[config.mk]
export PLATFORM = sky130hd
export DESIGN_NAME = led_fade_dimmer_wakeup
export DESIGN_NICKNAME = d
export VERILOG_FILES = /design/src/lfdw_pkg.sv /design/src/led_fade_dimmer_wakeup.sv
export SDC_FILE = /design/constraint.sdc
export NUM_CORES = 1
export LEC_CHECK = 0
export BUFFER_PORTS_ARGS = -buffer_cell sky130_fd_sc_hd__buf_2
export CORE_ASPECT_RATIO = 1.75
export CORE_MARGIN = 2
export CORE_UTILIZATION = 35
export CTS_BUF_LIST = sky130_fd_sc_hd__clkbuf_4
export DETAILED_ROUTE_END_ITERATION = 10
export SLEW_MARGIN = 0
export SYNTH_ARGS = -nofsm -noshare
export SYNTH_HDL_FRONTEND = slang
export SYNTH_SLANG_ARGS = --single-unit
[constraint.sdc]
create_clock -name clock -period 6.5 [get_ports clock]
set_clock_uncertainty 0.15 [all_clocks]
set_input_delay 0 -clock clock [delete_from_list [all_inputs] [get_ports clock]]
set_output_delay 0 -clock clock [all_outputs]
set_load 0.1 [all_outputs]
[src/lfdw_pkg.sv]
// Shared types, constants and lookup functions for the LED fade dimmer.
package lfdw_pkg;

   typedef enum logic [1:0] {
      KIND_TICK = 2'd0,
      KIND_SET  = 2'd1,
      KIND_WAKE = 2'd2
   } kind_type;

   localparam int unsigned CSR_FADE_STEP = 0;
   localparam int unsigned CSR_WAKE_STEP = 1;

   localparam logic [15:0] FADE_STEP_RESET = 16'd10;
   localparam logic [28:0] WAKE_STEP_RESET = 29'd60000;

   localparam logic [6:0] LEVEL_MAX   = 7'd100;
   localparam logic [3:0] LADDER_LAST = 4'd9;
   localparam logic [7:0] WAKE_DUTY   = 8'd1;

   // floor(level * 255 / 100) as level * 1336965 / 2^19, exact for level 0..100
   localparam logic [20:0] DUTY_RECIP = 21'd1336965;
   localparam int unsigned DUTY_SHIFT = 19;

   function automatic logic [7:0] pct_to_duty(input logic [6:0] pct);
      logic [27:0] prod;
      prod = 28'(pct) * 28'(DUTY_RECIP);
      return prod[DUTY_SHIFT +: 8];
   endfunction

   function automatic logic [7:0] ladder_duty(input logic [3:0] step);
      logic [7:0] d;
      case (step)
         4'd1:    d = 8'd2;
         4'd2:    d = 8'd3;
         4'd3:    d = 8'd5;
         4'd4:    d = 8'd10;
         4'd5:    d = 8'd15;
         4'd6:    d = 8'd20;
         4'd7:    d = 8'd30;
         4'd8:    d = 8'd40;
         4'd9:    d = 8'd50;
         default: d = 8'd0;
      endcase
      return d;
   endfunction

endpackage

[src/led_fade_dimmer_wakeup.sv]
// LED dimmer with soft fade and wake-up ladder: input register, update logic, result register.
//
// Each transfer on req_ is one item: an update tick, a set on/off command or a wake-up start,
// with the current millisecond time. Every item yields exactly one transfer on rsp_ with the
// duty issued (if any), the fade level, the ramp flag and the active ladder step. The block
// takes one item per clock while rsp_ is ready: an item waits in the input register, its
// state update and result land in the state and result registers together, and rsp_
// back-pressure only stalls req_ once both registers hold data. Fade and ladder periods
// must be written on csr_ only while no item is in flight; the block does not enforce this.
module led_fade_dimmer_wakeup
   import lfdw_pkg::*;
(
   input  logic        clock,
   input  logic        reset,

   input  logic        req_tvalid,
   output logic        req_tready,
   input  logic [39:0] req_tdata,   // now_ms[31:0], button_changed[32], set_on[33], zero fill
   input  logic [1:0]  req_tuser,   // kind[1:0]

   output logic        rsp_tvalid,
   input  logic        rsp_tready,
   output logic [23:0] rsp_tdata,   // duty[7:0], level_pct[14:8], fade_busy[15],
                                    // ladder_step[19:16], zero fill
   output logic [0:0]  rsp_tuser,   // duty_write[0]

   input  logic        csr_valid,
   output logic        csr_ready,
   input  logic [0:0]  csr_index,
   input  logic [28:0] csr_data
);

   // configuration
   logic [15:0] fade_step_ff;
   logic [28:0] wake_step_ff;

   // input register
   logic        in_valid_ff;
   kind_type    in_kind_ff;
   logic [31:0] in_now_ff;
   logic        in_button_ff;
   logic        in_set_on_ff;

   // dimmer state
   logic [6:0]  level_ff,      level_in;
   logic        ramping_ff,    ramping_in;
   logic        toward_on_ff,  toward_on_in;
   logic [31:0] last_step_ff,  last_step_in;
   logic [31:0] ladder_t0_ff,  ladder_t0_in;
   logic [3:0]  ladder_idx_ff, ladder_idx_in;

   // result register
   logic        out_valid_ff;
   logic        out_write_ff,  out_write_in;
   logic [7:0]  out_duty_ff,   out_duty_in;

   logic        advance;
   logic [31:0] fade_elapsed;
   logic [31:0] wake_elapsed;
   logic [32:0] wake_due_at;

   assign advance    = in_valid_ff && (!out_valid_ff || rsp_tready);
   assign req_tready = !in_valid_ff || advance;
   assign csr_ready  = 1'b1;

   assign fade_elapsed = in_now_ff - last_step_ff;
   assign wake_elapsed = in_now_ff - ladder_t0_ff;

   always_comb begin
      logic       skip_ladder;
      logic [3:0] idx;
      skip_ladder   = 1'b0;
      level_in      = level_ff;
      ramping_in    = ramping_ff;
      toward_on_in  = toward_on_ff;
      last_step_in  = last_step_ff;
      ladder_t0_in  = ladder_t0_ff;
      ladder_idx_in = ladder_idx_ff;
      out_write_in  = 1'b0;
      out_duty_in   = 8'd0;
      wake_due_at   = 33'd0;
      idx           = 4'd0;

      case (in_kind_ff)
         KIND_TICK: begin
            if (in_button_ff && !ramping_ff) begin
               ramping_in    = 1'b1;
               toward_on_in  = !toward_on_ff;
               ladder_idx_in = 4'd0;
            end
            if (ramping_in && fade_elapsed >= 32'(fade_step_ff)) begin
               last_step_in = in_now_ff;
               if (toward_on_in) begin
                  if (level_ff >= LEVEL_MAX) begin
                     level_in    = LEVEL_MAX;
                     ramping_in  = 1'b0;
                     skip_ladder = 1'b1;
                  end else begin
                     level_in = level_ff + 7'd1;
                  end
               end else begin
                  if (level_ff == 7'd0) begin
                     ramping_in  = 1'b0;
                     skip_ladder = 1'b1;
                  end else begin
                     level_in = level_ff - 7'd1;
                  end
               end
               if (!skip_ladder) begin
                  out_write_in = 1'b1;
                  out_duty_in  = pct_to_duty(level_in);
               end
            end
            idx         = ladder_idx_in;
            wake_due_at = 33'(wake_step_ff) * 33'(idx);
            if (!skip_ladder && (idx inside {[4'd1:LADDER_LAST]})
                && 33'(wake_elapsed) >= wake_due_at) begin
               out_write_in  = 1'b1;
               out_duty_in   = ladder_duty(idx);
               ladder_idx_in = (idx == LADDER_LAST) ? 4'd0 : idx + 4'd1;
            end
         end
         KIND_SET: begin
            ramping_in    = 1'b1;
            toward_on_in  = in_set_on_ff;
            ladder_idx_in = 4'd0;
         end
         KIND_WAKE: begin
            // restart the ladder unless it sits on its first step
            if (ladder_idx_ff != 4'd1) begin
               toward_on_in  = 1'b1;
               ladder_t0_in  = in_now_ff;
               ladder_idx_in = 4'd1;
               out_write_in  = 1'b1;
               out_duty_in   = WAKE_DUTY;
            end
         end
         default: begin
         end
      endcase
   end

   always_ff @(posedge clock) begin
      if (reset) begin
         fade_step_ff  <= FADE_STEP_RESET;
         wake_step_ff  <= WAKE_STEP_RESET;
         in_valid_ff   <= 1'b0;
         out_valid_ff  <= 1'b0;
         level_ff      <= 7'd0;
         ramping_ff    <= 1'b0;
         toward_on_ff  <= 1'b0;
         last_step_ff  <= 32'd0;
         ladder_t0_ff  <= 32'd0;
         ladder_idx_ff <= 4'd0;
      end else begin
         if (csr_valid) begin
            if (csr_index == 1'(CSR_FADE_STEP)) begin
               fade_step_ff <= csr_data[15:0];
            end else begin
               wake_step_ff <= csr_data;
            end
         end

         if (req_tvalid && req_tready) begin
            in_valid_ff <= 1'b1;
         end else if (advance) begin
            in_valid_ff <= 1'b0;
         end

         if (advance) begin
            out_valid_ff  <= 1'b1;
            level_ff      <= level_in;
            ramping_ff    <= ramping_in;
            toward_on_ff  <= toward_on_in;
            last_step_ff  <= last_step_in;
            ladder_t0_ff  <= ladder_t0_in;
            ladder_idx_ff <= ladder_idx_in;
         end else if (rsp_tready) begin
            out_valid_ff <= 1'b0;
         end
      end
   end

   // payload registers
   always_ff @(posedge clock) begin
      if (req_tvalid && req_tready) begin
         in_kind_ff   <= kind_type'(req_tuser);
         in_now_ff    <= req_tdata[31:0];
         in_button_ff <= req_tdata[32];
         in_set_on_ff <= req_tdata[33];
      end
      if (advance) begin
         out_write_ff <= out_write_in;
         out_duty_ff  <= out_duty_in;
      end
   end

   assign rsp_tvalid = out_valid_ff;
   assign rsp_tuser  = out_write_ff;
   assign rsp_tdata  = {4'd0, ladder_idx_ff, ramping_ff, level_ff, out_duty_ff};

endmodule

Yosys cells after proc, flatten, opt, wreduce, memory -nomap -nowiden
Memory sizes are Yosys's and may differ from the RTL's.
Cells that the tools add are included.
{ "word_totals": {"inputBits": 77, "regBits": 169, "wordCells": 104, "n_memories": 1, "rom_bits": 96} }
{ "mem_list": {"columns": ["name", "depth", "word_bits", "read_ports", "rd_clocked_by_memory_dff", "write_ports", "line", "rtl"], "rows": [
  ["(no name shown)", 16, 6, 1, 0, 0, "lfdw_pkg.sv:32", "case (step)"]
]} }
{ "classes": {"bitwise_logic": 1, "n_addsub": 5, "n_reduce_logical": 26, "n_mul": 2, "n_mux": 43, "n_eq_ne": 5, "order_cmp": 5} }
{ "ops": {"columns": ["cell", "n"], "rows": [
  ["32-bit subtractor", 2],
  ["7-bit two-way mux", 5],
  ["32-bit by 33-bit >= comparator with 1-bit output", 1],
  ["29-bit by 4-bit multiplier with 33-bit output", 1],
  ["32-bit by 16-bit >= comparator with 1-bit output", 1],
  ["7-bit by 21-bit multiplier with 27-bit output, second input constant", 1],
  ["1-bit two-way mux", 25],
  ["8-bit two-way mux", 3],
  ["4-bit two-way mux", 5],
  ["8-bit one-hot mux with 2 select lines", 1],
  ["4-bit one-hot mux with 3 select lines", 1],
  ["3-bit AND reduction", 3],
  ["7-bit by 1-bit adder with 7-bit output, second input constant", 1],
  ["7-bit >= comparator, second input constant", 1],
  ["1-bit logical AND", 7],
  ["7-bit logical NOT", 1],
  ["7-bit by 1-bit subtractor with 7-bit output, second input constant", 1],
  ["2-bit AND reduction", 3],
  ["2-bit nonzero test", 3],
  ["1-bit logical NOT", 5],
  ["4-bit by 1-bit adder with 4-bit output, second input constant", 1],
  ["4-bit equality test, second input constant", 1],
  ["4-bit by 1-bit >= comparator with 1-bit output, second input constant", 1],
  ["4-bit <= comparator, second input constant", 1],
  ["10 further kinds", 12]
]} }

Depth between registers and ports, before layout
{ "logic_depth": {"ltp_word": 14, "mapped_depth": 36, "mapped_depth_nobuf": 33} }

Worst setup path after synthesis
OpenSTA, ideal clock, no wires.
{ "synth_path": {"path_kind": "register to register", "start": "register ladder_idx_ff[3]", "end": "register out_duty_ff[5] (data pin)", "arrival_time_ps": 7370, "required_time_ps": 6216, "path_slack_ps": -1154, "path_stages_with_launch": 30, "period_less_slack_ps": 7654, "setup_ps": 134, "path_buffers": 1, "path_cell_list": "dfxtp_1 inv_1 nor2_1 nand2_1 fa_1 inv_1 fa_1 ha_1 a21oi_1 o21ai_0 a31oi_1 o21ai_0 o22ai_1 a211oi_1 o211a_1 or2_2 a31oi_1 xor2_1 ha_1 nand4_1 or4_1 nor2_1 a211oi_1 o21a_1 a2111oi_0 nor2_1 a21oi_4 and2_1 buf_2 a32o_1"} }
{ "synth_via": {"elab_chain_len": 8, "word_cells_on_any_way": 12, "cone_classes": "1 x mul; 3 x order compare; 4 x mux; 3 x reduce/logical; 1 x memory"} }
{ "synth_rtl": {"columns": ["item", "line", "rtl"], "rows": [
  ["from (decl)", "led_fade_dimmer_wakeup.sv:50", "logic [3:0] ladder_idx_ff, ladder_idx_in;"],
  ["from (signal assigned)", "led_fade_dimmer_wakeup.sv:177", "ladder_idx_ff <= ladder_idx_in;"],
  ["4-bit two-way mux *", "led_fade_dimmer_wakeup.sv:86", "if (in_button_ff && !ramping_ff) begin"],
  ["4-bit two-way mux *", "led_fade_dimmer_wakeup.sv:84", "case (in_kind_ff)"],
  ["parallel branches: the longest is 4 deep, another holds 29-bit by 4-bit multiplier with 33-bit output", null, null],
  ["8-bit two-way mux *", "led_fade_dimmer_wakeup.sv:116", "if (!skip_ladder && (idx inside {[4'd1:LADDER_LAST]})"],
  ["8-bit one-hot mux with 2 select lines *", "led_fade_dimmer_wakeup.sv:84", null],
  ["net out_duty_in[5]", "led_fade_dimmer_wakeup.sv:55", "logic [7:0] out_duty_ff, out_duty_in;"],
  ["to (signal assigned)", "led_fade_dimmer_wakeup.sv:194", "out_duty_ff <= out_duty_in;"],
  ["to (decl)", "led_fade_dimmer_wakeup.sv:55", null]
]} }
Mark *: on every way through the listed nets, which the timed path passes. The select of a mux whose other input is x is not followed.
A chain may end at the register's enable or synchronous reset.

Worst setup path after layout
{ "layout_path": {"start": "register in_button_ff", "end": "register out_duty_ff[0] (data pin)"} }
{ "layout_via": {"elab_chain_len": 13, "word_cells_on_any_way": 30, "cone_classes": "2 x mul; 3 x order compare; 18 x mux; 6 x reduce/logical; 1 x memory"} }
{ "layout_rtl": {"columns": ["item", "line", "rtl"], "rows": [
  ["from (decl)", "led_fade_dimmer_wakeup.sv:41", "logic in_button_ff;"],
  ["from (signal assigned)", "led_fade_dimmer_wakeup.sv:189", "in_button_ff <= req_tdata[32];"],
  ["1-bit logical AND *", "led_fade_dimmer_wakeup.sv:86", null],
  ["parallel branches: the longest is 10 deep, another holds 29-bit by 4-bit multiplier with 33-bit output", null, null],
  ["8-bit two-way mux *", "led_fade_dimmer_wakeup.sv:116", null],
  ["8-bit one-hot mux with 2 select lines *", "led_fade_dimmer_wakeup.sv:84", null],
  ["net out_duty_in[0]", "led_fade_dimmer_wakeup.sv:55", null]
]} }
Marked as above.

==> metrics.md <==
| Metric | Value |
|---|---|
| R2R cell count | 32 |
| Worst Slack Setup Final | -281 ps |
| CTS clk-pin slew, worst paths | around 160 ps |
| Final setup viols | 13 |
| Max-slew violations | 0 |
| Vias | 14941 |
| Post-synthesis area per instance | 8.26 um2 |
| Hpwl dp | 37300 um |
| Post-synth ARST share | 0% |
| Num ports | 105 |
| Grt ovf | 0 |
| EDFF count, synth | between 40 and 50 |
| RR Startpoint | in_button_ff$_DFFE_PP_ |
| Status | complete, but fails checks |
| Final WL | 46800 um |
| Reg2Reg Setup Slack | -280 ps |
| Gpl congestion | 0.881 |
| Worst EP required | 6790 ps |
| Hold Crit Start | csr_data[4] |
| P_int | approximately 1.7 mW |
| Mapped Area | around 16000 um2 |
| CP Launch Type | register |
| Total power | 2.65 mW |
| Largest net degree at the start of global routing | just over 80 |
| Area Overhead vs Synth | 25.1% |
| Starting density of the core | 35.4% |
| Clock Power Share | 24.6% |
| Cell area power density | 130 nW/um2 |
| Period utilisation layout | 104% |
| Crit path DAT | 7070 ps |
| Tmin final | 6780 ps |
| Peak supply drop | 0.0000914 V |
| Net switching power | around 980 uW |
| Worst path max stage delay | 580 ps |
| Commonest register cell after synthesis | dfxtp_1 |
| CTS H-tree lvls | 4 |
| Multi-input logic area | 11600 um2 |
| RSZ-0062 raised after global routing | true |
| YS warnings | 0 |
| DR pass1 iterations | 5 |
| Sequential share of power | 43.8% |
| First-pass GRT wire length | 75900 um |
| Design Area, Final | 20400 um2 |
| Hold Path Class | in -> reg |
| Fin. Hold Viols | 0 |
| Row count | 104 |
| Vias in the first global route | 15199 |
| Die area | between 40000 and 50000 um2 |
| Max cap viols | 0 |
| Share of cells above drive strength 1 | 15.8% |
| Cells after synthesis | between 1500 and 2000 |
| Storage cell area | about 3800 um2 |
| Antenna Violating Nets Remaining | 0 |
| TritonCTS buffer count | 17 |
| DRC Markers | 0 |
| Failing checks | setup timing |
| Cell leakage power | about 9 nW |
| Cell count of the worst hold path | 4 |
| Sequential share of the synthesized area | a little under a quarter |
| Yosys cell types | 83 |
| DRT iter0 DRCs | about 620 |
| Fillers | 4565 |
| Hold EP | fade_step_ff[4]$_SDFFE_PP0P_ |
| Setup CP Type | reg -> reg |
| Placed cell areas | 18100 um2 |
| Synthesized flop and latch total | between 150 and 200 |
| Max-slew headroom | 19.1% |
| Nets | 2638 |
| Comb pwr share | 31.5% |
| Port bufs | 93 |
| Worst slew pin tran | 1210 ps |
| Initial antenna violation count | 2 |
| Crit path max-delay cell type | fa_2 |
| Core ar. | 45900 um2 |
| Sw Share | 37.0% |
| Fmax | 147 MHz |
| Maximum fanout along the worst path | 8 |
| Crit path capture type | register |
| Total global-route track usage | around a fifth |
| CTS max path bufs | 2 |
| Die W | around 170 um |
| Reg-to-Reg End | out_duty_ff[0]$_DFFE_PP_ |
| Layout Utilization | 44.3% |
| CTS sink count | 169 |
| Die H | 289 um |
| Crit. Startpoint | in_button_ff$_DFFE_PP_ |
| Root Driver | clkbuf_4 |
| CTS tree | built |
| Routed WL per cell | 16.3 um |
| Via density | 5.20 |
| Skew-Pair Late Insertion Delay | between 600 and 700 ps |
==> kinds of logic (layout without fill, tap and decap cells) <==
group | Yosys count | after routing | synth area share [%]
other cells | 2 | 7 | 0.0461
compound gates | 426 | 426 | 17.0
xor+xnor | 86 | 86 | 4.63
simple gates | 657 | 657 | 19.5
flops | 169 | 169 | 23.6
mux | 50 | 50 | 3.08
fa+ha+maj | 283 | 283 | 24.9
buf+inv | 297 | 615 | 7.31
==> placed cells by master (no fill, tap or decap), types with 12 or more instances in the layout <==
cell type | Yosys | final
ha_1 | 214 | 206
o211ai_1 | 14 | 14
nand3_1 | 34 | 34
nor3_1 | 24 | 23
o21a_1 | 15 | 14
edfxtp_1 | 45 | 45
xnor2_1 | 55 | 55
o21ai_0 | 53 | 46
inv_1 | 211 | 205
nand4_1 | 24 | 24
nor2b_1 | 13 | 12
fa_1 | 69 | 65
a21oi_2 | 3 | 13
nand2_1 | 254 | 251
a211oi_1 | 18 | 15
xor2_1 | 31 | 31
nand2b_1 | 21 | 19
buf_4 | 7 | 120
dlygate4sd3_1 | 0 | 150
a21o_1 | 53 | 53
clkbuf_4 | 0 | 17
dfxtp_1 | 124 | 119
and3_1 | 100 | 96
mux2i_1 | 49 | 49
a21oi_1 | 169 | 157
buf_2 | 9 | 92
nor2_1 | 123 | 116
==> through the flow <==
step	hold slack, ps	cells	worst slack (ps)	TNS, ps
finish	50.0	2876	-281	-2440
global route	26.6	2876	-555	-5920
CTS	1.25	2870	-238	-1860
detailed placement	28.1	2678	-488	-5240
global placement	30.3	2678	-403	-4120
floorplan	-51.1	1973	-156	-538
==> flip-flops by register name (all words and copies together) (netlist names), 2 cells and up <==
name,cells
fade_step_ff,16
level_ff,7
out_duty_ff,8
in_kind_ff,2
ladder_idx_ff,4
last_step_ff,32
in_now_ff,32
ladder_t0_ff,32
wake_step_ff,29
==> area by class of cell <==
type	instances	share of cell area, %
Multi-Input combinational cell	1507	57.1
Sequential cell	169	18.9
Timing Repair Buffer	372	15.1
Inverter	211	3.89
Tap cell	583	3.58
Clock inverter	15	0.811
Clock buffer	17	0.627
Antenna cell	2	0.0246
==> routing by layer <==
metal | vias up | global-route usage [%] | wire length [um]
li1 | 7433 | - | -
met1 | 7156 | 20.4 | 18400
met2 | 276 | 38.7 | 25600
met3 | 76 | 2.06 | 1070
met4 | 0 | 8.34 | 1720
met5 | - | 0 | 0
==> worst max-delay path: cells and delay by family (launching register included) <==
kind	cells	cell delay, ps
buffers and inverters	5	510
AO/OA/AOI/OAI	13	2270
flip-flops	1	470
AND/OR/NAND/NOR	10	1430
adder cells (fa/ha/maj)	4	1690
==> repair_timing <==
action                     in CTS  in global routing
hold buffers                  150                  0
pin swaps                      35                 54
cloned                          4                  0
hold endpoints to repair       83                  0
setup endpoints to repair      13                 22
buffers inserted                6                  4
resized for setup              36                 24
==> cells in the mapped netlist, types with 49 or more instances <==
cell / n / area share [%]
ha_1: 214 / 16
dfxtp_1: 124 / 15
and3_1: 100 / 3.8
mux2i_1: 49 / 3.0
a21o_1: 53 / 2.4
a21oi_1: 169 / 5.2
o21ai_0: 53 / 1.6
fa_1: 69 / 8.5
nand2_1: 254 / 5.9
inv_1: 211 / 4.9
nor2_1: 123 / 2.8
xnor2_1: 55 / 3.0
clkbuf_1: 62 / 1.4
==> power by group through the flow <==
stage | clock network, mW | logic, mW | registers [mW]
2_1_floorplan | 0 | 0.514 | 1.19
3_3_place_gp | 0 | 0.715 | 1.19
3_5_place_dp | 0 | 0.729 | 1.19
4_1_cts | 0.687 | 0.828 | 1.16
5_1_grt | 0.719 | 0.932 | 1.17
6_report | 0.653 | 0.837 | 1.16
==> worst max path at each step <==
stage,end,cells past startpoint
finish,out_duty_ff[0]$_DFFE_PP_,32
global route,out_duty_ff[0]$_DFFE_PP_,28
CTS,out_duty_ff[0]$_DFFE_PP_,29
detailed placement,out_duty_ff[7]$_DFFE_PP_,31
global placement,out_duty_ff[7]$_DFFE_PP_,31
floorplan,out_duty_ff[0]$_DFFE_PP_,34
Note: power is estimated with default switching activity, not from simulation.
